==> src/bsfh_queue.sv <==
`default_nettype none

// small register queue between front and back
module bsfh_queue #(
    parameter int WIDTH = 8,
    parameter int DEPTH = 4
) (
    input  wire logic             aclk,
    input  wire logic             aresetn,
    input  wire logic             push,
    input  wire logic [WIDTH-1:0] wr_data,
    input  wire logic             pop,
    output logic [WIDTH-1:0]      rd_data,
    output logic                  full,
    output logic                  empty
);

    localparam int PTR_W = (DEPTH > 1) ? $clog2(DEPTH) : 1;
    localparam int CNT_W = PTR_W + 1;
    localparam logic [CNT_W-1:0] DEPTH_C = CNT_W'(DEPTH);
    localparam logic [PTR_W-1:0] LAST_IDX = PTR_W'(DEPTH - 1);

    logic [WIDTH-1:0] store_reg [DEPTH];
    logic [PTR_W-1:0] wr_ptr_reg, wr_ptr_next;
    logic [PTR_W-1:0] rd_ptr_reg, rd_ptr_next;
    logic [CNT_W-1:0] count_reg, count_next;
    logic             do_push, do_pop;

    assign full    = (count_reg == DEPTH_C);
    assign empty   = (count_reg == '0);
    assign do_push = push && !full;
    assign do_pop  = pop && !empty;
    assign rd_data = store_reg[rd_ptr_reg];

    // pointer and count update
    always_comb begin
        wr_ptr_next = wr_ptr_reg;
        rd_ptr_next = rd_ptr_reg;
        count_next  = count_reg;
        if (do_push) begin
            wr_ptr_next = (wr_ptr_reg == LAST_IDX) ? '0 : wr_ptr_reg + 1'b1;
        end
        if (do_pop) begin
            rd_ptr_next = (rd_ptr_reg == LAST_IDX) ? '0 : rd_ptr_reg + 1'b1;
        end
        if (do_push && !do_pop) begin
            count_next = count_reg + 1'b1;
        end else if (do_pop && !do_push) begin
            count_next = count_reg - 1'b1;
        end
    end

    always_ff @(posedge aclk) begin
        if (!aresetn) begin
            wr_ptr_reg <= '0;
            rd_ptr_reg <= '0;
            count_reg  <= '0;
        end else begin
            wr_ptr_reg <= wr_ptr_next;
            rd_ptr_reg <= rd_ptr_next;
            count_reg  <= count_next;
        end
    end

    // entry write
    always_ff @(posedge aclk) begin
        if (do_push) begin
            store_reg[wr_ptr_reg] <= wr_data;
        end
    end

endmodule

`default_nettype wire

==> config.mk <==
export PLATFORM = sky130hd
export DESIGN_NAME = bsfh_queue
export DESIGN_NICKNAME = d
export VERILOG_FILES = /design/src/bsfh_queue.sv
export SDC_FILE = /design/constraint.sdc
export NUM_CORES = 1
export LEC_CHECK = 0
export BUFFER_PORTS_ARGS = -buffer_cell sky130_fd_sc_hd__buf_4
export CELL_PAD_IN_SITES_DETAIL_PLACEMENT = 1
export CELL_PAD_IN_SITES_GLOBAL_PLACEMENT = 2
export CORE_MARGIN = 5
export CORE_UTILIZATION = 41
export DETAILED_ROUTE_END_ITERATION = 10
export GPL_ROUTABILITY_DRIVEN = 0
export HOLD_SLACK_MARGIN = 0.06
export PLACE_DENSITY_LB_ADDON = 0.1
export SYNTH_ARGS = -nofsm -noshare
export SYNTH_HDL_FRONTEND = slang
export SYNTH_SLANG_ARGS = --single-unit
==> constraint.sdc <==
create_clock -name aclk -period 2.8 [get_ports aclk]
set_clock_uncertainty 0.15 [all_clocks]
set_input_delay 0.56 -clock aclk [delete_from_list [all_inputs] [get_ports aclk]]
set_output_delay 0.56 -clock aclk [all_outputs]
set_load 0.05 [all_outputs]
; Yosys cells after proc, flatten, opt, wreduce, memory -nomap -nowiden
; Memory sizes are Yosys's and may differ from the RTL's. A register that Yosys moved wholly into a read port is not among the register bits.
; Cells that the tools add are included.
[op_classes]
add_sub_neg = 4
eq_ne = 3
muxes = 8
n_reduce_logical = 10
[op_table]
columns = operator, n
row1 = $mux 2, 4
row2 = $mux 3, 2
row3 = $add 2x1->2 const B, 2
row4 = $eq 2x2->1 const B, 2
row5 = $logic_and 1x1->1, 4
row6 = $logic_not 1->1, 4
row7 = $add 3x1->3 const B, 1
row8 = $eq 3x3->1 const B, 1
row9 = $logic_not 3->1, 1
row10 = $sub 3x1->3 const B, 1
row11 = $mux 1, 2
row12 = $reduce_bool 2->1, 1
[word_totals]
register_bits = 7
ramBits = 32
inputBits = 12
out_inout_bits = 10
wordCells = 29
n_memories = 1
[mem_list]
columns = memory, words, word_bits, rd, rd_ports_with_merged_regs, wr, line_no
row1 = store_reg, 4, 8, 1, 1, 1, 23  ; logic [WIDTH-1:0] store_reg [DEPTH];

; Depth between registers and ports, before layout
[depth]
ltp_word = 7
mapped_depth = 9
depth_no_buf = 8

; Worst setup path before layout
; No wires, ideal clock.
[synth_timing]
kind = register -> register
startpoint = reg count_reg[1]
endpoint = reg count_reg[2]
setup_time_ns = 0.076
arrival_ns = 2.259
required_time_ns = 2.574
slack_ns = 0.315
stages_incl_launch_ff = 10
n_path_buf = 1
synth_period_minus_slack_ns = 2.485
path_cell_list = dfxtp_1 > nor3b_2 > nor2b_1 > buf_2 > ha_1 > inv_1 > fa_1 > xor2_1 > or3_1 > a21boi_0
[synth_via]
elab_chain_len = 6
word_cells_on_any_way = 15
classes_between = add/sub (2) / eq/ne (1) / mux (2) / reduce/logical (10)
[synth_lines]
columns = item, line_no
row1 = "start, declared", 26  ; logic [CNT_W-1:0] count_reg, count_next;
row2 = "start signal, assigned", 61  ; count_reg <= count_next;
row3 = $eq 3x3->1 *, 29  ; assign full = (count_reg == DEPTH_C);
row4 = via full, 14  ; output logic full,
row5 = $logic_not 1->1 *, 31  ; assign do_push = push && !full;
row6 = $logic_and 1x1->1 *, 31
row7 = via do_push, 27  ; logic do_push, do_pop;
row8 = $logic_not 1->1, 48  ; end else if (do_pop && !do_push) begin
row9 = $logic_and 1x1->1, 48
row10 = $reduce_bool 2->1 (no line), n/a
; The timed path passes the listed nets; every way through them passes the cells marked *. The select of a mux whose other input is x is not followed.
; A chain may end at the register's enable or synchronous reset.

==> flow_summary.ini <==
[run_status]
status = complete, no violations

[cts]
cts.reportedPaths.clkPinSlew_ns = 0.08
cts_setup_buffers = 0
cts_tree = done
ctsHoldBuffers = 0
cts-resized-gates = 0
clock_latency_ns = 0.28
cts-root-buf = clkbuf_8
htree_levels = 2
cts.sinks = 41
max-clock-path-buffers = 2
cts_buffers = 5

[global_routing]
grt_pass1_wl_um = 4733
grt_util_all_layers_pct = 12.29
grt_start_max_net_pins = 13
gr-total-overflow = 0
antenna_found_initial = 0
grt_pass1_vias = 946

[synth]
synthFlopType = edfxtp_1
yosysTopAreaCell = edfxtp_1
synth_area_mm2 = 0.001630
synthCells = 93
ys_ff_latch = 41
synth_top_area_share_pct = 58.94
ys_seq_area_share_pct = 69.99
avgSynthCellArea_um2 = 17.53
synth_edf_count = 32
yosysWarnings = 0
yosysMostFrequentCell = edfxtp_1
syn_nets = 112
async_reset_ff_share_pct = 0
netlist_top_cells_area = edfxtp_1 (59%), dfxtp_1 (11%), mux4_2 (11%)
yosysUniqueCellTypes = 23
synth_common_cells = edfxtp_1 (32), dfxtp_1 (9), mux4_2 (8)

[sta]
hold_viol = 0
maxSlewViolCount = 0
finalCriticalPeriod_ns = 2.462
setup_tns_ns = 0
setup-violations-final = 0
tightest_slew_ns = 0.5692
post-route-period-util_pct = 87.94
fmax_mhz = 406.1
rsz0062_at_grt = no
slew_headroom_pct = 62.00

[worst_setup_path]
criticalPathCategory = register to output pin
timing.rr.start = count_reg[0]
r2r-end = count_reg[2]
start_kind = register
rrSetupSlack_ns = 0.54
path_max_fanout = 8
crit_arrival_ns = 1.75
cp.required_ns = 2.09
worst_r2r_path_depth = 8
cp-end-kind = output pin

[layout]
seqCellArea_mm2 = 0.001141
multi_input_area_um2 = 460.4
fin_nets = 138
largest_reg_flops = 32
layout-drive-gt1-share_pct = 32.50
areaGrowthSynthToFinish_pct = 18.42
antenna_cells = 0
fill_cells = 400

[route]
ant_nets = 0
drtIter0Drc = 20
drt-total-wl_um = 2840
avgRoutedWirePerCell_um = 16.71
via_per_inst = 4.882
first_pass_iters = 4
vias = 830
drc = 0

[min_path]
holdPathEnd = store_reg[0][0]
hold_path.startpoint = wr_data[0]
whs_path_depth = 1
worstHoldPathType = primary input to register

[pwr]
leakagePower_nw = 0.7037
peakVddDrop_uv = 451.9
p_total_mw = 1.838
p_per_area_mw_per_mm2 = 952.2

[floorplan]
start_util_pct = 41.66
rows = 23
dieArea_mm2 = 0.005338
io_pins = 22
die_w_um = 73.06
die_h_um = 73.06
core_area_mm2 = 0.003914

[placed_design]
port_buffers = 21
dp_hpwl_um = 2099

[flow_run]
max_cap_violations = 0
## critical path, stage by stage (launching register included)
cell,delay [ns]
dfxtp_1,0.68
mux4_2,0.59
buf_4,0.21
## report_power, final
group	leakage (nW)	switching [mW]	total, mW	internal [mW]
combinational	0.291	0.392	0.651	0.259
clock	0.0450	0.183	0.355	0.172
sequential	0.367	0.0833	0.833	0.749
total	0.704	0.658	1.84	1.18
## per-layer routing
metal  GRT usage [%]  up-vias  share of wire (%)
met5               0        -                  0
met4           3.689        0               0.67
met3           4.408        2                4.9
met2           21.45       14                 53
met1           14.02      417                 41
li1                -      397                  -
## stage by stage
step | instances | worst slack, ns | hold WS, ns | cell area [µm²] | utilization [%]
2_1_floorplan | 93 | 0.3154 | 0.3177 | 1630 | -
3_3_place_gp | 162 | 0.5094 | 0.3385 | 1848 | 47.22
3_5_place_dp | 162 | 0.4153 | 0.3474 | 1848 | 47.22
4_1_cts | 170 | 0.2595 | 0.3122 | 1931 | 49.33
5_1_grt | 170 | 0.1783 | 0.3045 | 1931 | 49.33
6_report | 170 | 0.3378 | 0.3233 | 1931 | 49.33
## final cells by class
class / instances / area share, %
Timing Repair Buffer: 23 / 8.944
Tap cell: 50 / 3.240
Sequential cell: 41 / 59.11
Clock inverter: 2 / 0.5185
Multi-Input combinational cell: 45 / 23.85
Inverter: 3 / 0.5833
Clock buffer: 6 / 3.759
## placed cells by master (no fill, tap or decap), drive strengths merged
master,synthesis,routed
nor2b,2,2
clkbuf,1,6
mux4,8,8
nor3b,1,1
or3,1,1
fa,1,1
edfxtp,32,32
nor3,1,1
o21ai,3,3
inv,3,3
buf,3,23
a21boi,1,1
nand2,6,6
o31ai,1,1
xnor2,1,1
and2,5,5
nand3,2,2
mux2i,3,3
xor2,1,1
clkinv,0,2
ha,6,6
nor2,2,2
dfxtp,9,9
## logic make-up (layout without fill, tap and decap cells)
kind of cell / after synthesis / after routing / synth area share [%]
AND/OR/NAND/NOR: 20 / 20 / 6.600
buffers and inverters: 7 / 34 / 1.765
flip-flops: 41 / 41 / 69.99
multiplexers: 11 / 11 / 12.89
XOR/XNOR: 2 / 2 / 1.075
adder cells (fa/ha/maj): 7 / 7 / 5.833
AO/OA/AOI/OAI: 5 / 5 / 1.842
## worst max path at each step
stage                     slack [ns]          from      endpoint  cells after the start
final                           0.34      register    rd_data[2]                      2
after global routing            0.18      register    rd_data[7]                      2
after CTS                       0.26      register    rd_data[2]                      2
after detailed placement        0.42           pop  count_reg[2]                      9
after global placement          0.51          push  count_reg[2]                      8
after floorplan                 0.32  count_reg[1]  count_reg[2]                      9
Note: power is estimated with default switching activity, not from simulation.
