## src/bsfh_pkg.sv

```systemverilog
`default_nettype none

package bsfh_pkg;

    // field widths
    localparam int BYTE_W = 8;
    localparam int POS_W  = 32;
    localparam int X_W    = POS_W + BYTE_W;
    localparam int WORD_W = 64;

    // default depth of the queue between front and back
    localparam int QUEUE_DEPTH = 4;

    // mixing constants
    localparam logic [63:0] GOLDEN_INIT   = 64'h9E3779B97F4A7C15;
    localparam logic [63:0] MIX_A_INIT    = 64'hA24BAED4963EE407;
    localparam logic [63:0] MIX_B_CONST   = 64'h9FB21C651E98DF25;
    localparam logic [63:0] MIX_C_CONST   = 64'hC13FA9A902A6328F;
    localparam logic [63:0] MIX_D_INIT    = 64'h91E10DA5C79E7B1D;
    localparam logic [63:0] XOR_FEED      = 64'hD6E8FEB86659FD93;
    localparam logic [63:0] ADD_FEED      = 64'h94D049BB133111EB;
    localparam logic [63:0] FINAL_MUL_ONE = 64'hFF51AFD7ED558CCD;
    localparam logic [63:0] FINAL_MUL_TWO = 64'hC4CEB9FE1A85EC53;

    // one classified request handed from front to back
    typedef struct packed {
        logic [X_W-1:0]    x;
        logic [WORD_W-1:0] prod;
        logic              byte_valid;
        logic              is_last;
    } entry_t;

    localparam int ENTRY_W = $bits(entry_t);

    // avalanche step: shift-xor by 33
    function automatic logic [63:0] xs33(input logic [63:0] v);
        xs33 = v ^ {33'b0, v[63:33]};
    endfunction

    // rotate left by 7
    function automatic logic [63:0] rotl7(input logic [63:0] v);
        rotl7 = {v[56:0], v[63:57]};
    endfunction

endpackage

`default_nettype wire

```

## src/bsfh_mul.sv

```systemverilog
`default_nettype none

// 64x64 multiply, low 64 bits, from three 32x32 partial products on one multiplier
module bsfh_mul (
    input  wire logic        aclk,
    input  wire logic        aresetn,
    input  wire logic        start,
    input  wire logic [63:0] op_a,
    input  wire logic [63:0] op_b,
    output logic             done,
    output logic [63:0]      product
);

    localparam logic [1:0] STEP_LL = 2'd0;
    localparam logic [1:0] STEP_HL = 2'd1;
    localparam logic [1:0] STEP_LH = 2'd2;
    localparam logic [1:0] STEP_SUM = 2'd3;

    logic [63:0] a_reg, a_next;
    logic [63:0] b_reg, b_next;
    logic [63:0] prod_reg, prod_next;
    logic [63:0] acc_reg, acc_next;
    logic [1:0]  step_reg, step_next;
    logic        busy_reg, busy_next;
    logic        done_reg, done_next;
    logic [31:0] mul_x, mul_y;
    logic [63:0] mul_out;

    // operand select for the shared multiplier
    always_comb begin
        mul_x   = (step_reg == STEP_HL) ? a_reg[63:32] : a_reg[31:0];
        mul_y   = (step_reg == STEP_LH) ? b_reg[63:32] : b_reg[31:0];
        mul_out = {32'b0, mul_x} * {32'b0, mul_y};
    end

    // step sequencer
    always_comb begin
        a_next    = a_reg;
        b_next    = b_reg;
        prod_next = prod_reg;
        acc_next  = acc_reg;
        step_next = step_reg;
        busy_next = busy_reg;
        done_next = 1'b0;
        if (start) begin
            a_next    = op_a;
            b_next    = op_b;
            step_next = STEP_LL;
            busy_next = 1'b1;
        end else if (busy_reg) begin
            case (step_reg)
                STEP_LL: begin
                    prod_next = mul_out;
                    step_next = STEP_HL;
                end
                STEP_HL: begin
                    acc_next  = prod_reg;
                    prod_next = mul_out;
                    step_next = STEP_LH;
                end
                STEP_LH: begin
                    acc_next  = acc_reg + {prod_reg[31:0], 32'b0};
                    prod_next = mul_out;
                    step_next = STEP_SUM;
                end
                STEP_SUM: begin
                    acc_next  = acc_reg + {prod_reg[31:0], 32'b0};
                    busy_next = 1'b0;
                    done_next = 1'b1;
                end
                default: begin
                    busy_next = 1'b0;
                end
            endcase
        end
    end

    always_ff @(posedge aclk) begin
        if (!aresetn) begin
            step_reg <= STEP_LL;
            busy_reg <= 1'b0;
            done_reg <= 1'b0;
        end else begin
            step_reg <= step_next;
            busy_reg <= busy_next;
            done_reg <= done_next;
        end
        a_reg    <= a_next;
        b_reg    <= b_next;
        prod_reg <= prod_next;
        acc_reg  <= acc_next;
    end

    assign done    = done_reg;
    assign product = acc_reg;

endmodule

`default_nettype wire

```

## src/bsfh_front.sv

```systemverilog
`default_nettype none

// front: accepts requests, tracks byte position, precomputes the constant product
module bsfh_front (
    input  wire logic                       aclk,
    input  wire logic                       aresetn,
    input  wire logic                       restart,
    input  wire logic                       s_tvalid,
    output logic                            s_tready,
    input  wire logic [bsfh_pkg::BYTE_W-1:0] data_byte,
    input  wire logic                       byte_valid,
    input  wire logic                       is_last,
    input  wire logic                       q_full,
    output logic                            q_push,
    output bsfh_pkg::entry_t                q_data
);

    localparam logic [1:0] F_IDLE = 2'd0;
    localparam logic [1:0] F_MUL  = 2'd1;
    localparam logic [1:0] F_PUSH = 2'd2;

    logic [1:0]                    state_reg, state_next;
    logic [bsfh_pkg::POS_W-1:0]    pos_reg, pos_next;
    bsfh_pkg::entry_t              ent_reg, ent_next;
    logic                          accept;
    logic [bsfh_pkg::X_W-1:0]      x_in;
    logic                          mul_start;
    logic                          mul_done;
    logic [63:0]                   mul_p;

    assign s_tready  = (state_reg == F_IDLE);
    assign accept    = s_tvalid && s_tready;
    assign x_in      = {pos_reg, data_byte};
    assign mul_start = accept && byte_valid;
    assign q_push    = (state_reg == F_PUSH) && !q_full;
    assign q_data    = ent_reg;

    bsfh_mul u_mul (
        .aclk    (aclk),
        .aresetn (aresetn),
        .start   (mul_start),
        .op_a    (bsfh_pkg::MIX_B_CONST),
        .op_b    ({24'b0, x_in[bsfh_pkg::X_W-1:1], 1'b1}),
        .done    (mul_done),
        .product (mul_p)
    );

    // classify and sequence
    always_comb begin
        state_next = state_reg;
        pos_next   = pos_reg;
        ent_next   = ent_reg;
        case (state_reg)
            F_IDLE: begin
                if (accept) begin
                    ent_next.x          = x_in;
                    ent_next.byte_valid = byte_valid;
                    ent_next.is_last    = is_last;
                    if (byte_valid) begin
                        pos_next   = pos_reg + 1'b1;
                        state_next = F_MUL;
                    end else if (is_last) begin
                        state_next = F_PUSH;
                    end
                    if (is_last) begin
                        pos_next = '0;
                    end
                end
            end
            F_MUL: begin
                if (mul_done) begin
                    ent_next.prod = mul_p;
                    state_next    = F_PUSH;
                end
            end
            F_PUSH: begin
                if (!q_full) begin
                    state_next = F_IDLE;
                end
            end
            default: begin
                state_next = F_IDLE;
            end
        endcase
        if (restart) begin
            pos_next = '0;
        end
    end

    always_ff @(posedge aclk) begin
        if (!aresetn) begin
            state_reg <= F_IDLE;
            pos_reg   <= '0;
        end else begin
            state_reg <= state_next;
            pos_reg   <= pos_next;
        end
        ent_reg <= ent_next;
    end

endmodule

`default_nettype wire

```

## config.mk

```make
export PLATFORM = sky130hd
export DESIGN_NAME = bsfh_front
export DESIGN_NICKNAME = d
export VERILOG_FILES = /design/src/bsfh_pkg.sv /design/src/bsfh_mul.sv /design/src/bsfh_front.sv
export SDC_FILE = /design/constraint.sdc
export NUM_CORES = 2
export LEC_CHECK = 0
export BUFFER_PORTS_ARGS = -buffer_cell sky130_fd_sc_hd__buf_2
export CAP_MARGIN = 20
export CORE_MARGIN = 2
export CORE_UTILIZATION = 65
export DETAILED_ROUTE_END_ITERATION = 6
export PLACE_DENSITY = 0.83
export SETUP_SLACK_MARGIN = 0.5
export SLEW_MARGIN = 10
export SYNTH_ARGS = -nofsm -noshare
export SYNTH_HDL_FRONTEND = slang
export SYNTH_SLANG_ARGS = --single-unit
```

## constraint.sdc

```tcl
create_clock -name aclk -period 10.4 [get_ports aclk]
set_input_delay 0.52 -clock aclk [delete_from_list [all_inputs] [get_ports aclk]]
set_output_delay 0.52 -clock aclk [all_outputs]
set_load 0.02 [all_outputs]
```

=== After elaboration in Yosys (flattened, before gate mapping) ===
Index checks and enable logic that the tools add are counted.

* Add/sub/neg operators: 2
* $mul: 1
* Eq/ne operators: 9
* Mux-type cells: 16
* Bitwise operators: 3
* Reduce and logical (&&, ||, !) cells: 21

{| class="wikitable"
|+ Operators by type and width
! cell !! count
|-
| two-way mux 32 bit || 4
|-
| case mux 64 bit (2 select lines) || 1
|-
| adder 64 bit || 1
|-
| multiplier 32 x 32 -> 64 bit || 1
|-
| adder 32 x 1 -> 32 bit, second input constant || 1
|-
| case mux 2 bit (3 select lines) || 2
|-
| two-way mux 2 bit || 5
|-
| AND reduction 3 bit || 3
|-
| equality test 2 bit, second input constant || 3
|-
| AND reduction 2 bit || 3
|-
| OR reduction 2 bit || 3
|-
| OR reduction 3 bit || 2
|-
| equality test 2 x 1 -> 1 bit, second input constant || 2
|-
| zero test 2 bit || 2
|-
| two-way mux 1 bit || 4
|-
| inequality test 2 x 1 -> 1 bit, second input constant || 2
|-
| AND reduction 4 bit || 1
|-
| nonzero test 2 bit || 2
|-
| logical AND 1 bit || 3
|-
| inequality test 3 x 1 -> 1 bit, second input constant || 1
|-
| NOT 1 bit || 3
|-
| nonzero test 3 bit || 1
|-
| inequality test 2 bit, second input constant || 1
|-
| zero test 1 bit || 1
|}

* Register bits after elaboration: 311
* Input port bits: 15
* Logic and storage cells: 64

=== Logic depth before layout (Yosys ltp) ===
* Word-level depth: 5
* Gate-level depth with buffers: 35
* Gate-level depth less buffers: 32

=== Cells and area by module ===
Synthesis repeated with hierarchy kept, for this count alone.

* Cells, all modules: 4656
* Area, all modules: 47556.9 um^2

{| class="wikitable"
|+ Modules (own cells, without submodules)
! module !! times used !! cells each !! area an instance (um^2)
|-
| bsfh_mul || 1 || 4350 || 42731.0
|-
| bsfh_front || 1 || 306 || 4825.9
|}

=== Worst setup path before layout ===
Ideal clock, no wire load.

* Path type: register -> register
* From: register u_mul.step_reg[0]
* To: register u_mul.prod_reg[62] (data pin)
* Library setup time: 0.269 ns
* Arrival: 8.169 ns
* Setup slack: 1.962 ns
* Stages on the path, launching flop included: 28
* Path buffers: 3
* Path through: dfxtp_1 inv_1 ha_1 clkbuf_1 clkbuf_1 mux2i_1 nor2_1 fa_1 fa_1 fa_1 inv_1 fa_1 inv_1 fa_1 fa_1 fa_1 fa_1 ha_1 clkbuf_1 a21o_1 a21o_1 a21oi_1 o21ai_0 nand4_1 a31oi_1 o21a_1 or4_1 nor4b_4

* Word-level cells in the longest chain between the ends: 3
* Elaborated cells between the ends (all ways): 5

{| class="wikitable"
|+ RTL lines
! item !! RTL line !! text
|-
| from (decl) || bsfh_mul.sv:23 || <nowiki>logic [1:0] step_reg, step_next;</nowiki>
|-
| from (signal assigned) || bsfh_mul.sv:84 || <nowiki>step_reg <= step_next;</nowiki>
|-
| equality test 2 x 1 -> 1 bit / equality test 2 bit (equally long branches) || bsfh_mul.sv:31, bsfh_mul.sv:32 ||
|-
| two-way mux 32 bit, on equally long branches || bsfh_mul.sv:31, bsfh_mul.sv:32 ||
|-
| multiplier 32 x 32 -> 64 bit (*) || bsfh_mul.sv:33 || <nowiki>mul_out = {32'b0, mul_x} * {32'b0, mul_y};</nowiki>
|-
| via u_mul.mul_out[62] || bsfh_mul.sv:27 || <nowiki>logic [63:0] mul_out;</nowiki>
|-
| to (signal assigned) || bsfh_mul.sv:90 || <nowiki>prod_reg <= prod_next;</nowiki>
|-
| to (decl) || bsfh_mul.sv:21 || <nowiki>logic [63:0] prod_reg, prod_next;</nowiki>
|}

Mark *: on every way through the listed nets, which the timed path passes. The rest lies on a longest branch.
A chain may end at the register's enable or synchronous reset.

=== Worst setup path in the final report ===
* From: register u_mul.step_reg[0]
* To: register u_mul.prod_reg[63] (data pin)

The elaborated chain is that of the path after synthesis.

==> impl_metrics.ini <==
[logic_synthesis]
synth-seq-area-share_pct = 25.7
synth_cell_types = 80
synth-edff-count = 273
ys_ff_latch = 311
netlist_area_sq_um = 34900
dominantRegCellSynth = edfxtp_1
ys_warn_count = 0
synthesis.instances = 3234
synthArstFlopShare_pct = 0
synth.avg_cell_area_sq_um = 10.8

[clocking]
clk_pin_slew_ns = 0.09
cts-root-buf = clkbuf_16
clock_latency_ns = 0.60
cts_tree = yes
cts.path.max_buffers = 3
cts_hold_buf = 0
cts.sinks = 311
tritoncts.num_buffers = 29
cts.htree.levels = 1

[timing]
hold_slack_ns = 0.121
setup_viol = 0
drv_slew = 0
tns_ns = 0
period_minus_slack_ns = 9.39
rsz0062_at_grt = no
worstMarginPinSlew_ns = 1.13
min_period_over_period_pct = 90.3
max_slew_margin_pct = 24.5
fmax_mhz = 106
hold_viol = 0
finClkSkew_ns = 0.0287

[run]
max_cap_viol_count = 0

[place]
io_buffers = 122
place_inst = 4002
dpl.hpwl_mm = 86.5
gp_congestion = 1.07

[hold_path]
hp-class = in -> reg

[global_route]
grt_use_total_pct = 37.3
grtUsageMet1_pct = 49.7
grt.busiest_layer = met2
grt_max_degree = 65
grt_pass1_wl_mm = 155
grt_pass1_vias = 25800
grt_overflow_total = 0
use_met2_pct = 62.7
met3_usage_pct = 6.03
antenna_found_initial = 0

[finish]
area_growth_pct = 6.74
finalNetCount = 4343
diodes = 0
drive_gt1_share_pct = 6.77
multi_input_area_sq_um = 22700
regArea_sq_um = 8960
largest_reg_flops = 106
fin_cells = 4056
num-fill-cells = 3791

[worst_setup_path]
crit_top_cell = fa_1
cpPeakStageDelay_ns = 0.71
slowest_stage = mux2i_2
required_ns = 10.73
crit_path_end_kind = register
criticalPathCategory = reg -> reg
critical_path_arrival_ns = 9.73
startpoint_type = register
critical_path_peak_fanout = 9

[floorplan]
die_h_um = 236
start_util_pct = 66.0
die_area_sq_um = 55600
core_area_sq_um = 52900
dieWidth_um = 236
io_pins = 123
rows = 84

[drt]
drc = 5
drt_wl_total_mm = 101
vias = 24100
drt-vias-per-instance = 5.95
drt_pre_antenna_iters = 7
ant_nets = 0
drt_iter0_markers = 2205
wl_per_cell_um = 24.9

[status]
outcome = finished, violations left
violations = design-rule violations
[metrics by stage]
stage          utilization, %  instance area, sq um  setup slack (ns)
5_1_grt                  70.5                 37300             0.566
6_report                 70.5                 37300              1.01
3_5_place_dp             68.8                 36300             0.784
3_3_place_gp             68.7                 36300             0.901
2_1_floorplan               -                 34900              1.96
4_1_cts                  70.5                 37300             0.776
[cells in the final DEF (no fill, tap or decap), types with 7 or more instances in the layout]
cell type / synthesis / final
nor2b_1: 19 / 19
nand2b_1: 25 / 25
or2_2: 7 / 7
buf_4: 0 / 27
o21bai_1: 19 / 19
edfxtp_1: 273 / 273
inv_1: 800 / 800
o21a_1: 12 / 12
clkinv_2: 0 / 10
a211oi_1: 12 / 12
nand4_1: 34 / 34
dfxtp_1: 38 / 38
buf_2: 7 / 122
mux2i_1: 9 / 8
o21ai_0: 62 / 62
nand3_1: 35 / 35
nand2_1: 144 / 144
conb_1: 2 / 11
nor2_1: 174 / 172
a31oi_1: 21 / 21
a21oi_1: 130 / 130
and3_1: 17 / 17
ha_1: 435 / 435
xor2_1: 56 / 56
fa_1: 548 / 548
clkbuf_16: 0 / 29
xnor2_1: 54 / 54
a21o_1: 64 / 64
nor3_1: 23 / 23
and2_1: 41 / 40
[cells by family (layout without fill, tap and decap cells)]
| family | count (synthesis) | after routing | share of synthesized area (%) |
|---|---|---|---|
| xor gates and xnor gates | 110 | 110 | 2.76 |
| AOI/OAI and AO/OA | 386 | 386 | 7.11 |
| and+or+nand+nor | 551 | 551 | 7.58 |
| muxes | 13 | 13 | 0.387 |
| other | 2 | 11 | 0.0215 |
| adders and majority gates | 983 | 983 | 47.0 |
| buffers and inverters | 878 | 1003 | 9.47 |
| DFF | 311 | 311 | 25.7 |
[synthesized netlist by cell type, types with 7 or more instances]
master / number / area (sq um)
a211oi_1: 12 / 90.1
nor2b_1: 19 / 119
edfxtp_1: 273 / 8200
fa_1: 548 / 11000
nor3_1: 23 / 115
xnor2_1: 54 / 473
a21oi_1: 130 / 651
and3_1: 17 / 106
clkbuf_1: 64 / 240
nand2b_1: 25 / 156
nor2_1: 174 / 653
a21o_1: 64 / 480
dfxtp_1: 38 / 761
a31oi_1: 21 / 131
ha_1: 435 / 5440
or2_2: 7 / 43.8
nand3_1: 35 / 175
o21ai_0: 62 / 310
nand4_1: 34 / 213
o21a_1: 12 / 90.1
o21bai_1: 19 / 143
xor2_1: 56 / 490
mux2i_1: 9 / 90.1
nand2_1: 144 / 541
inv_1: 800 / 3000
and2_1: 41 / 257
buf_2: 7 / 35.0
[worst paths after layout]
check                            endpoint  cells past startpoint                            from  slack (ns)
min reg2reg          q_data[14]$_DFFE_PP_                      0     u_mul.product[12]$_DFFE_PP_        0.42
max          u_mul.prod_reg[63]$_DFFE_PP_                     26  u_mul.step_reg[0]$_SDFFE_PP0P_        1.01
max reg2reg  u_mul.prod_reg[63]$_DFFE_PP_                     26  u_mul.step_reg[0]$_SDFFE_PP0P_        1.01
min              u_mul.b_reg[5]$_DFFE_PP_                      1                    data_byte[5]        0.12
[critical path: cells and delay by family, from the launching register on]
family                   cells  cell delay, ns
adder cells (fa/ha/maj)     10            4.94
buffers and inverters        5            0.88
flip-flops                   1            0.36
AO/OA/AOI/OAI                4            1.25
multiplexers                 1            0.71
AND/OR/NAND/NOR              5            0.87
XOR/XNOR                     1            0.13
[layout make-up]
cell class	count	area share [%]
Clock buffer	32	2.00
Sequential cell	311	24.0
Timing Repair Buffer	149	2.18
Multi-Input combinational cell	2054	60.9
Tap cell	688	2.31
Clock inverter	22	0.460
Inverter	800	8.06
[layer usage]
layer,wire (um),vias to the layer above,share of wire [%]
met2,48300,1252,48
met5,0,-,0
li1,-,10500,-
met1,40600,12200,40
met3,7940,216,7.9
met4,4170,0,4.1
[repair_timing]
item | in CTS | in global routing
resized for setup | 0 | 1
hold endpoints to repair | 0 | 0
setup buffers | 0 | 0
endpoints found under the setup margin | 0 | 12
Power is not shown: default switching activity piles up to over one toggle a cycle in this logic, so the estimate is an artifact.
