<file path="src/bsfh_pkg.sv">
`default_nettype none

package bsfh_pkg;

    // field widths
    localparam int BYTE_W = 8;
    localparam int POS_W  = 32;
    localparam int X_W    = POS_W + BYTE_W;
    localparam int WORD_W = 64;

    // default depth of the queue between front and back
    localparam int QUEUE_DEPTH = 4;

    // mixing constants
    localparam logic [63:0] GOLDEN_INIT   = 64'h9E3779B97F4A7C15;
    localparam logic [63:0] MIX_A_INIT    = 64'hA24BAED4963EE407;
    localparam logic [63:0] MIX_B_CONST   = 64'h9FB21C651E98DF25;
    localparam logic [63:0] MIX_C_CONST   = 64'hC13FA9A902A6328F;
    localparam logic [63:0] MIX_D_INIT    = 64'h91E10DA5C79E7B1D;
    localparam logic [63:0] XOR_FEED      = 64'hD6E8FEB86659FD93;
    localparam logic [63:0] ADD_FEED      = 64'h94D049BB133111EB;
    localparam logic [63:0] FINAL_MUL_ONE = 64'hFF51AFD7ED558CCD;
    localparam logic [63:0] FINAL_MUL_TWO = 64'hC4CEB9FE1A85EC53;

    // one classified request handed from front to back
    typedef struct packed {
        logic [X_W-1:0]    x;
        logic [WORD_W-1:0] prod;
        logic              byte_valid;
        logic              is_last;
    } entry_t;

    localparam int ENTRY_W = $bits(entry_t);

    // avalanche step: shift-xor by 33
    function automatic logic [63:0] xs33(input logic [63:0] v);
        xs33 = v ^ {33'b0, v[63:33]};
    endfunction

    // rotate left by 7
    function automatic logic [63:0] rotl7(input logic [63:0] v);
        rotl7 = {v[56:0], v[63:57]};
    endfunction

endpackage

`default_nettype wire

</file>
<file path="src/bsfh_mul.sv">
`default_nettype none

// 64x64 multiply, low 64 bits, from three 32x32 partial products on one multiplier
module bsfh_mul (
    input  wire logic        aclk,
    input  wire logic        aresetn,
    input  wire logic        start,
    input  wire logic [63:0] op_a,
    input  wire logic [63:0] op_b,
    output logic             done,
    output logic [63:0]      product
);

    localparam logic [1:0] STEP_LL = 2'd0;
    localparam logic [1:0] STEP_HL = 2'd1;
    localparam logic [1:0] STEP_LH = 2'd2;
    localparam logic [1:0] STEP_SUM = 2'd3;

    logic [63:0] a_reg, a_next;
    logic [63:0] b_reg, b_next;
    logic [63:0] prod_reg, prod_next;
    logic [63:0] acc_reg, acc_next;
    logic [1:0]  step_reg, step_next;
    logic        busy_reg, busy_next;
    logic        done_reg, done_next;
    logic [31:0] mul_x, mul_y;
    logic [63:0] mul_out;

    // operand select for the shared multiplier
    always_comb begin
        mul_x   = (step_reg == STEP_HL) ? a_reg[63:32] : a_reg[31:0];
        mul_y   = (step_reg == STEP_LH) ? b_reg[63:32] : b_reg[31:0];
        mul_out = {32'b0, mul_x} * {32'b0, mul_y};
    end

    // step sequencer
    always_comb begin
        a_next    = a_reg;
        b_next    = b_reg;
        prod_next = prod_reg;
        acc_next  = acc_reg;
        step_next = step_reg;
        busy_next = busy_reg;
        done_next = 1'b0;
        if (start) begin
            a_next    = op_a;
            b_next    = op_b;
            step_next = STEP_LL;
            busy_next = 1'b1;
        end else if (busy_reg) begin
            case (step_reg)
                STEP_LL: begin
                    prod_next = mul_out;
                    step_next = STEP_HL;
                end
                STEP_HL: begin
                    acc_next  = prod_reg;
                    prod_next = mul_out;
                    step_next = STEP_LH;
                end
                STEP_LH: begin
                    acc_next  = acc_reg + {prod_reg[31:0], 32'b0};
                    prod_next = mul_out;
                    step_next = STEP_SUM;
                end
                STEP_SUM: begin
                    acc_next  = acc_reg + {prod_reg[31:0], 32'b0};
                    busy_next = 1'b0;
                    done_next = 1'b1;
                end
                default: begin
                    busy_next = 1'b0;
                end
            endcase
        end
    end

    always_ff @(posedge aclk) begin
        if (!aresetn) begin
            step_reg <= STEP_LL;
            busy_reg <= 1'b0;
            done_reg <= 1'b0;
        end else begin
            step_reg <= step_next;
            busy_reg <= busy_next;
            done_reg <= done_next;
        end
        a_reg    <= a_next;
        b_reg    <= b_next;
        prod_reg <= prod_next;
        acc_reg  <= acc_next;
    end

    assign done    = done_reg;
    assign product = acc_reg;

endmodule

`default_nettype wire

</file>
<file path="src/bsfh_back.sv">
`default_nettype none

// back: state recurrence, avalanche and the output register
module bsfh_back (
    input  wire logic        aclk,
    input  wire logic        aresetn,
    input  wire logic        restart,
    input  wire logic [63:0] new_seed,
    input  wire logic [63:0] seed,
    input  wire logic        q_empty,
    output logic             q_pop,
    input  wire bsfh_pkg::entry_t q_data,
    output logic             m_tvalid,
    input  wire logic        m_tready,
    output logic [63:0]      m_tdata
);

    localparam logic [2:0] B_IDLE = 3'd0;
    localparam logic [2:0] B_MIXA = 3'd1;
    localparam logic [2:0] B_MIXB = 3'd2;
    localparam logic [2:0] B_MIXC = 3'd3;
    localparam logic [2:0] B_FIN  = 3'd4;
    localparam logic [2:0] B_MUL1 = 3'd5;
    localparam logic [2:0] B_MUL2 = 3'd6;
    localparam logic [2:0] B_OUT  = 3'd7;

    logic [2:0]       state_reg, state_next;
    bsfh_pkg::entry_t ent_reg, ent_next;
    logic [63:0]      rh_reg, rh_next;
    logic [63:0]      mx_reg, mx_next;
    logic [63:0]      ma_reg, ma_next;
    logic [63:0]      a_reg, a_next;
    logic [63:0]      b_reg, b_next;
    logic [63:0]      fin_reg, fin_next;
    logic             ovalid_reg, ovalid_next;
    logic [63:0]      odata_reg, odata_next;
    logic [63:0]      x64;
    logic             mul_start;
    logic [63:0]      mul_a, mul_b;
    logic             mul_done;
    logic [63:0]      mul_p;

    assign x64      = {24'b0, ent_reg.x};
    assign q_pop    = (state_reg == B_IDLE) && !q_empty;
    assign m_tvalid = ovalid_reg;
    assign m_tdata  = odata_reg;

    bsfh_mul u_mul (
        .aclk    (aclk),
        .aresetn (aresetn),
        .start   (mul_start),
        .op_a    (mul_a),
        .op_b    (mul_b),
        .done    (mul_done),
        .product (mul_p)
    );

    // recurrence and finalize sequencer
    always_comb begin
        state_next  = state_reg;
        ent_next    = ent_reg;
        rh_next     = rh_reg;
        mx_next     = mx_reg;
        ma_next     = ma_reg;
        a_next      = a_reg;
        b_next      = b_reg;
        fin_next    = fin_reg;
        ovalid_next = ovalid_reg && !m_tready;
        odata_next  = odata_reg;
        mul_start   = 1'b0;
        mul_a       = bsfh_pkg::xs33(rh_reg);
        mul_b       = bsfh_pkg::FINAL_MUL_ONE;
        case (state_reg)
            B_IDLE: begin
                if (!q_empty) begin
                    ent_next   = q_data;
                    state_next = q_data.byte_valid ? B_MIXA : B_FIN;
                end
            end
            // two mixing terms
            B_MIXA: begin
                a_next     = (mx_reg ^ x64) + ent_reg.prod;
                b_next     = (bsfh_pkg::MIX_C_CONST + {x64[62:0], 1'b0})
                             ^ (ma_reg + {1'b0, x64[63:1]});
                state_next = B_MIXB;
            end
            // fold into the running hash and rotate
            B_MIXB: begin
                rh_next    = bsfh_pkg::rotl7(rh_reg ^ (a_reg + {b_reg[62:0], 1'b0}));
                state_next = B_MIXC;
            end
            // evolve the two mixing words
            B_MIXC: begin
                mx_next    = mx_reg ^ (rh_reg + bsfh_pkg::XOR_FEED);
                ma_next    = ma_reg + (rh_reg ^ bsfh_pkg::ADD_FEED);
                state_next = ent_reg.is_last ? B_FIN : B_IDLE;
            end
            B_FIN: begin
                mul_start  = 1'b1;
                state_next = B_MUL1;
            end
            B_MUL1: begin
                mul_a = bsfh_pkg::xs33(mul_p);
                mul_b = bsfh_pkg::FINAL_MUL_TWO;
                if (mul_done) begin
                    mul_start  = 1'b1;
                    state_next = B_MUL2;
                end
            end
            B_MUL2: begin
                if (mul_done) begin
                    fin_next   = bsfh_pkg::xs33(mul_p);
                    state_next = B_OUT;
                end
            end
            // hand off to the output register and restart from the seed
            B_OUT: begin
                if (!ovalid_reg || m_tready) begin
                    ovalid_next = 1'b1;
                    odata_next  = fin_reg;
                    rh_next     = seed ^ bsfh_pkg::GOLDEN_INIT;
                    mx_next     = bsfh_pkg::MIX_A_INIT;
                    ma_next     = bsfh_pkg::MIX_D_INIT;
                    state_next  = B_IDLE;
                end
            end
            default: begin
                state_next = B_IDLE;
            end
        endcase
        if (restart) begin
            rh_next = new_seed ^ bsfh_pkg::GOLDEN_INIT;
            mx_next = bsfh_pkg::MIX_A_INIT;
            ma_next = bsfh_pkg::MIX_D_INIT;
        end
    end

    always_ff @(posedge aclk) begin
        if (!aresetn) begin
            state_reg  <= B_IDLE;
            ovalid_reg <= 1'b0;
            rh_reg     <= bsfh_pkg::GOLDEN_INIT;
            mx_reg     <= bsfh_pkg::MIX_A_INIT;
            ma_reg     <= bsfh_pkg::MIX_D_INIT;
        end else begin
            state_reg  <= state_next;
            ovalid_reg <= ovalid_next;
            rh_reg     <= rh_next;
            mx_reg     <= mx_next;
            ma_reg     <= ma_next;
        end
        ent_reg   <= ent_next;
        a_reg     <= a_next;
        b_reg     <= b_next;
        fin_reg   <= fin_next;
        odata_reg <= odata_next;
    end

endmodule

`default_nettype wire

</file>
<file path="config.mk">
export PLATFORM = sky130hd
export DESIGN_NAME = bsfh_back
export DESIGN_NICKNAME = d
export VERILOG_FILES = /design/src/bsfh_pkg.sv /design/src/bsfh_mul.sv /design/src/bsfh_back.sv
export SDC_FILE = /design/constraint.sdc
export NUM_CORES = 2
export LEC_CHECK = 0
export ABC_AREA = 1
export BUFFER_PORTS_ARGS = -buffer_cell sky130_fd_sc_hd__buf_2
export CORE_MARGIN = 2
export CORE_UTILIZATION = 61
export DETAILED_ROUTE_END_ITERATION = 12
export GPL_TIMING_DRIVEN = 1
export PLACE_DENSITY = 0.79
export RECOVER_POWER = 25
export SLEW_MARGIN = 20
export SYNTH_ARGS = -nofsm -noshare
export SYNTH_HDL_FRONTEND = slang
export SYNTH_SLANG_ARGS = --single-unit
</file>
<file path="constraint.sdc">
create_clock -name aclk -period 18.1 [get_ports aclk]
set_input_delay 0.905 -clock aclk [delete_from_list [all_inputs] [get_ports aclk]]
set_output_delay 0.905 -clock aclk [all_outputs]
set_load 0.005 [all_outputs]
</file>
After elaboration in Yosys (flattened, before gate mapping) --
Index checks and enable logic that the tools add are counted.
Storage, ports and cells: bits in registers 816, input port bits 239, logic and storage cells 109
Cells by class: $add $sub $neg 7, multiply operators 1, equality and inequality tests 15, muxes and demuxes 28, bitwise logic cells 13, reductions and logical operators 26
Operator list (count):
- case mux 64 bit (2 select lines) | 4
- two-way mux 64 bit | 5
- adder 64 bit | 4
- bitwise XOR 64 x 31 -> 64 bit | 2
- bitwise XOR 64 bit | 2
- NOT 38 bit | 2
- adder 64 bit (second input constant) | 1
- multiplier 32 x 32 -> 64 bit | 1
- two-way mux 32 bit | 2
- bitwise XOR 64 x 40 -> 64 bit | 1
- adder 63 x 39 -> 63 bit | 1
- adder 63 x 42 -> 63 bit (first input constant) | 1
- bitwise XOR 63 bit | 1
- two-way mux 62 bit | 1
- NOT 29 bit | 1
- case mux 3 bit (8 select lines) | 1
- two-way mux 3 bit | 6
- equality test 3 bit (second input constant) | 4
- AND reduction 2 bit | 6
- two-way mux 1 bit | 7
- equality test 3 x 2 -> 1 bit (second input constant) | 2
- case mux 2 bit (3 select lines) | 1
- AND reduction 3 bit | 2
- nonzero test 3 bit | 2
- 17 further kinds | 30

Longest topological paths before layout --
word-level depth 5, depth in mapped cells 42, mapped depth without buffers 39

By module --
From an unflattened synthesis, not the netlist that was laid out.
Second synthesis, totals: cells, all modules 12169, area total of the unflattened synthesis 91026.1 um2
Modules (own cells, without submodules):
- bsfh_mul | times used 1, cells each 5482, area an instance 45966.6 um2, sequential area each 7767.4 um2
- bsfh_back | times used 1, cells each 6687, area an instance 45059.5 um2, sequential area each 14714.1 um2

Worst setup path before layout --
No wires, ideal clock.
path kind flip-flop to flip-flop, start point register state_reg[2], end point register u_mul.prod_reg[0] (enable), arrival time 7.101 ns, required time 17.207 ns, path slack 10.106 ns, stages on the path, launching flop included 6, cells stage by stage dfxtp_1 > inv_2 > nor2_1 > inv_1 > a21oi_1 > nor2_1
On the way: longest elaborated chain between the ends 4
RTL lines:
- start, declared | line bsfh_back.sv:27 | logic [2:0] state_reg, state_next;
- start signal, assigned | line bsfh_back.sv:146 | state_reg <= state_next;
- equality test 3 bit | line bsfh_back.sv:73 | case (state_reg)
- case mux 1 bit (2 select lines) (*) | line bsfh_back.sv:73
- via mul_start | line bsfh_back.sv:38 | logic mul_start;
- NOT 1 bit (no line) (*)
- AND reduction 3 bit (no line) (*)
- end signal, assigned | line bsfh_mul.sv:90 | prod_reg <= prod_next;
- end, declared | line bsfh_mul.sv:21 | logic [63:0] prod_reg, prod_next;
Mark *: on every way through the listed nets, which the timed path passes. The rest lies on a longest branch. A chain may end at the register's enable or synchronous reset.

Worst setup path in the final report --
start point register u_mul.step_reg[1], end point register u_mul.prod_reg[43] (data pin)
On the way: longest elaborated chain between the ends 3
RTL lines:
- start, declared | line bsfh_mul.sv:23 | logic [1:0] step_reg, step_next;
- start signal, assigned | line bsfh_mul.sv:84 | step_reg <= step_next;
- equality test 2 x 1 -> 1 bit or equality test 2 bit (tied branches) | line bsfh_mul.sv:31, bsfh_mul.sv:32
- two-way mux 32 bit (on tied branches) | line bsfh_mul.sv:31, bsfh_mul.sv:32
- multiplier 32 x 32 -> 64 bit (*) | line bsfh_mul.sv:33 | mul_out = {32'b0, mul_x} * {32'b0, mul_y};
- via u_mul.mul_out[43] | line bsfh_mul.sv:27 | logic [63:0] mul_out;
Marks and branches as above.

==> run_results.csv <==
group,metric,value,unit
timing,worstMarginPinSlew,3560,ps
detailed_routing,drt_first_pass_iters,8,
timing,setup_viol,0,
final_layout,layout.area.seq,0.0206,mm^2
setup_path,cp_top_family,"adder cells",
detailed_routing,totalWireLength,390000,um
final_layout,largest_reg_flops,105,
final_layout,area_delta_synth_final,7.42,%
floorplanning,die_area,0.142,mm^2
floorplanning,die_h,376,um
setup_path,crit_type,"register to register",
detailed_routing,drc,0,
grt,grt_pass1_wl,555000,um
final_layout,final.fill_count,11700,
final_layout,drive_above_1_share,6.21,%
synth,synth_flop_cell,"edfxtp_1",
timing,max_clock_freq,93.4,MHz
final_layout,multi_input_area,0.0549,mm^2
run_status,failed_checks,"capacitance limit, slew limit",
setup_path,crit_path_end_kind,"register",
cts,clk_path_buf_depth,3,
cts,cts_inserted_buffers,85,
synth,synth-edff-count,554,
cts,clkTransAtPathRegs,90,ps
synth,synth_area,0.0846,mm^2
timing,finalCritPeriodShare,59.2,%
cts,clock_sinks,753,
detailed_routing,ant_nets,0,
job,drv_cap,3,
synth,syn_area_per_cell,7.60,um^2
place,dp_hpwl,316000,um
synth,synth_cell_types,68,
synth,syn_nets,12800,
floorplanning,die_x,376,um
cts,cts_max_level,3,
floorplanning,io_pins,305,
synth,yosysTopAreaCellShare,19.7,%
synth,synth.largest_area_cell,"edfxtp_1",
cts,ctsHoldBuffers,0,
synth,synthCells,11100,
place,port_buffers,304,
place,pre_cts_slack,7990,ps
setup_path,path_buf_inv,8,
final_layout,layout.nets,13000,
synth,async_flop_share,0,%
synth,synth_seq_cells,753,
detailed_routing,post_drt_wl_per_cell,29.4,um
setup_path,cp.required,18540,ps
detailed_routing,vias,84600,
cts,postCtsSetupRepairBufs,0,
timing,setup_ws,7390,ps
floorplanning,num_rows,136,
detailed_routing,viasPerCell,6.38,
synth,yosysMostFrequentCell,"nand2_1",
setup_path,crit_slowest_cell,"fa_1",
floorplanning,core,0.138,mm^2
setup_path,critPathMaxFanout,21,
synth,yosys_warnings,0,
cts,cts-resized-gates,0,
synth,yosys-top-cells-count,"nand2_1, inv_1, nor2_1, fa_1, a21oi_1",
place,place_congestion,1.16,
synth,seq_area_frac_synth,24.4,%
timing,slew_violations,121,
timing,finalSetupTns,0,ps
timing,rsz0062_at_grt,"no",
timing,finalCriticalPeriod,10710,ps
setup_path,critPathMostFrequentCell,"fa_1",
grt,antenna_found_initial,32,
timing,hold_viol_final,0,
min_path,hold_path_class,"input pin to register",
cts,root_buffer,"clkbuf_16",
grt,grt_pass1_vias,82900,
run_status,status,"finished with violations",
detailed_routing,dr.first_iter.drc_count,13200,
cts,cts_tree,"done",
grt,grt.overflow.total,0,
setup_path,critPathArrivalTime,11150,ps
timing,finalClockSkew,39.3,ps
grt,grt_max_degree,115,
synth,synth_area_leaders,"edfxtp_1, fa_1, nand2_1",
grt,track_usage,54.8,%
setup_path,start_kind,"register",
cts,clock_latency,750,ps
floorplanning,initial_core_util,61.5,%
timing,relSlewSlack,-137,%
setup_path,slowest_delay,830,ps
-- cell usage in the layout, fill, tap and decap left out, drive strengths merged, types with 39 or more instances in the layout --
cell type,Yosys,layout
nor3,113,113
nor2,1223,1223
or2,39,39
o21ai,651,651
inv,2166,2173
clkbuf,120,115
fa,762,762
xor2,360,360
a31oi,45,45
xnor2,152,152
nand3,471,471
nand4,106,106
clkinv,8,43
nand2,2401,2401
edfxtp,554,554
a21oi,730,730
dfxtp,199,199
o21bai,82,82
buf,108,386
a21o,43,43
ha,617,617
-- metal layers --
metal,vias to the layer above,track usage (%),share of wire (%)
met5,-,0.172,0.037
met4,24,58.9,14
met3,2553,19.6,14
met2,7407,80.2,41
met1,38900,59.1,31
li1,35800,-,-
-- stage by stage --
stage / utilization (%) / instance area [um^2] / hold WS, ps / std cells
after CTS: 66.0 / 90900 / 312 / 13300
after detailed placement: 64.0 / 88100 / 405 / 13100
after global placement: 64.0 / 88100 / 401 / 13100
after global routing: 66.0 / 90900 / 320 / 13300
after floorplan: - / 84600 / 400 / 11100
final: 66.0 / 90900 / 319 / 13300
-- worst paths after layout --
check / slack (ps) / startpoint / cells past startpoint / end
min: 320 / q_data[84] / 1 / ent_reg[84]$_DFFE_PP_
min reg2reg: 380 / fin_reg[54]$_DFFE_PP_ / 0 / m_tdata[54]$_DFFE_PP_
max reg2reg: 7390 / u_mul.step_reg[1]$_SDFFE_PP0P_ / 29 / u_mul.prod_reg[43]$_DFFE_PP_
max: 7390 / u_mul.step_reg[1]$_SDFFE_PP0P_ / 29 / u_mul.prod_reg[43]$_DFFE_PP_
-- final cells by class --
cell class                 instances  share of cell area (%)
timing repair buffer             391                    2.37
clock buffer                     110                    2.52
tap                             1794                    2.47
antenna                           19                  0.0523
multi-input combinational       7981                    60.4
sequential                       753                    22.7
inverter                        2174                    8.98
clock inverter                    50                   0.563
-- cell families (layout without fill, tap and decap cells) --
| group | Yosys count | after routing | synth area share (%) |
|---|---|---|---|
| AND/OR/NAND/NOR | 4431 | 4431 | 21.5 |
| adder cells (fa/ha/maj) | 1379 | 1379 | 27.1 |
| other | 0 | 19 | 0 |
| buffers and inverters | 2402 | 2725 | 10.9 |
| flip-flops | 753 | 753 | 24.4 |
| AO/OA/AOI/OAI | 1659 | 1659 | 10.8 |
| XOR/XNOR | 512 | 512 | 5.30 |
-- worst register-to-register path, delay by kind of cell (launching register included) --
family / cells / cell delay, ps
xor+xnor: 1 / 550
buf+inv: 8 / 1740
compound gates: 3 / 1180
flops: 1 / 410
fa+ha+maj: 10 / 5060
simple gates: 7 / 1480
Power is left out: the tool's default activity adds up to more than one toggle a clock period on the data nets, which glitch-free logic cannot reach.
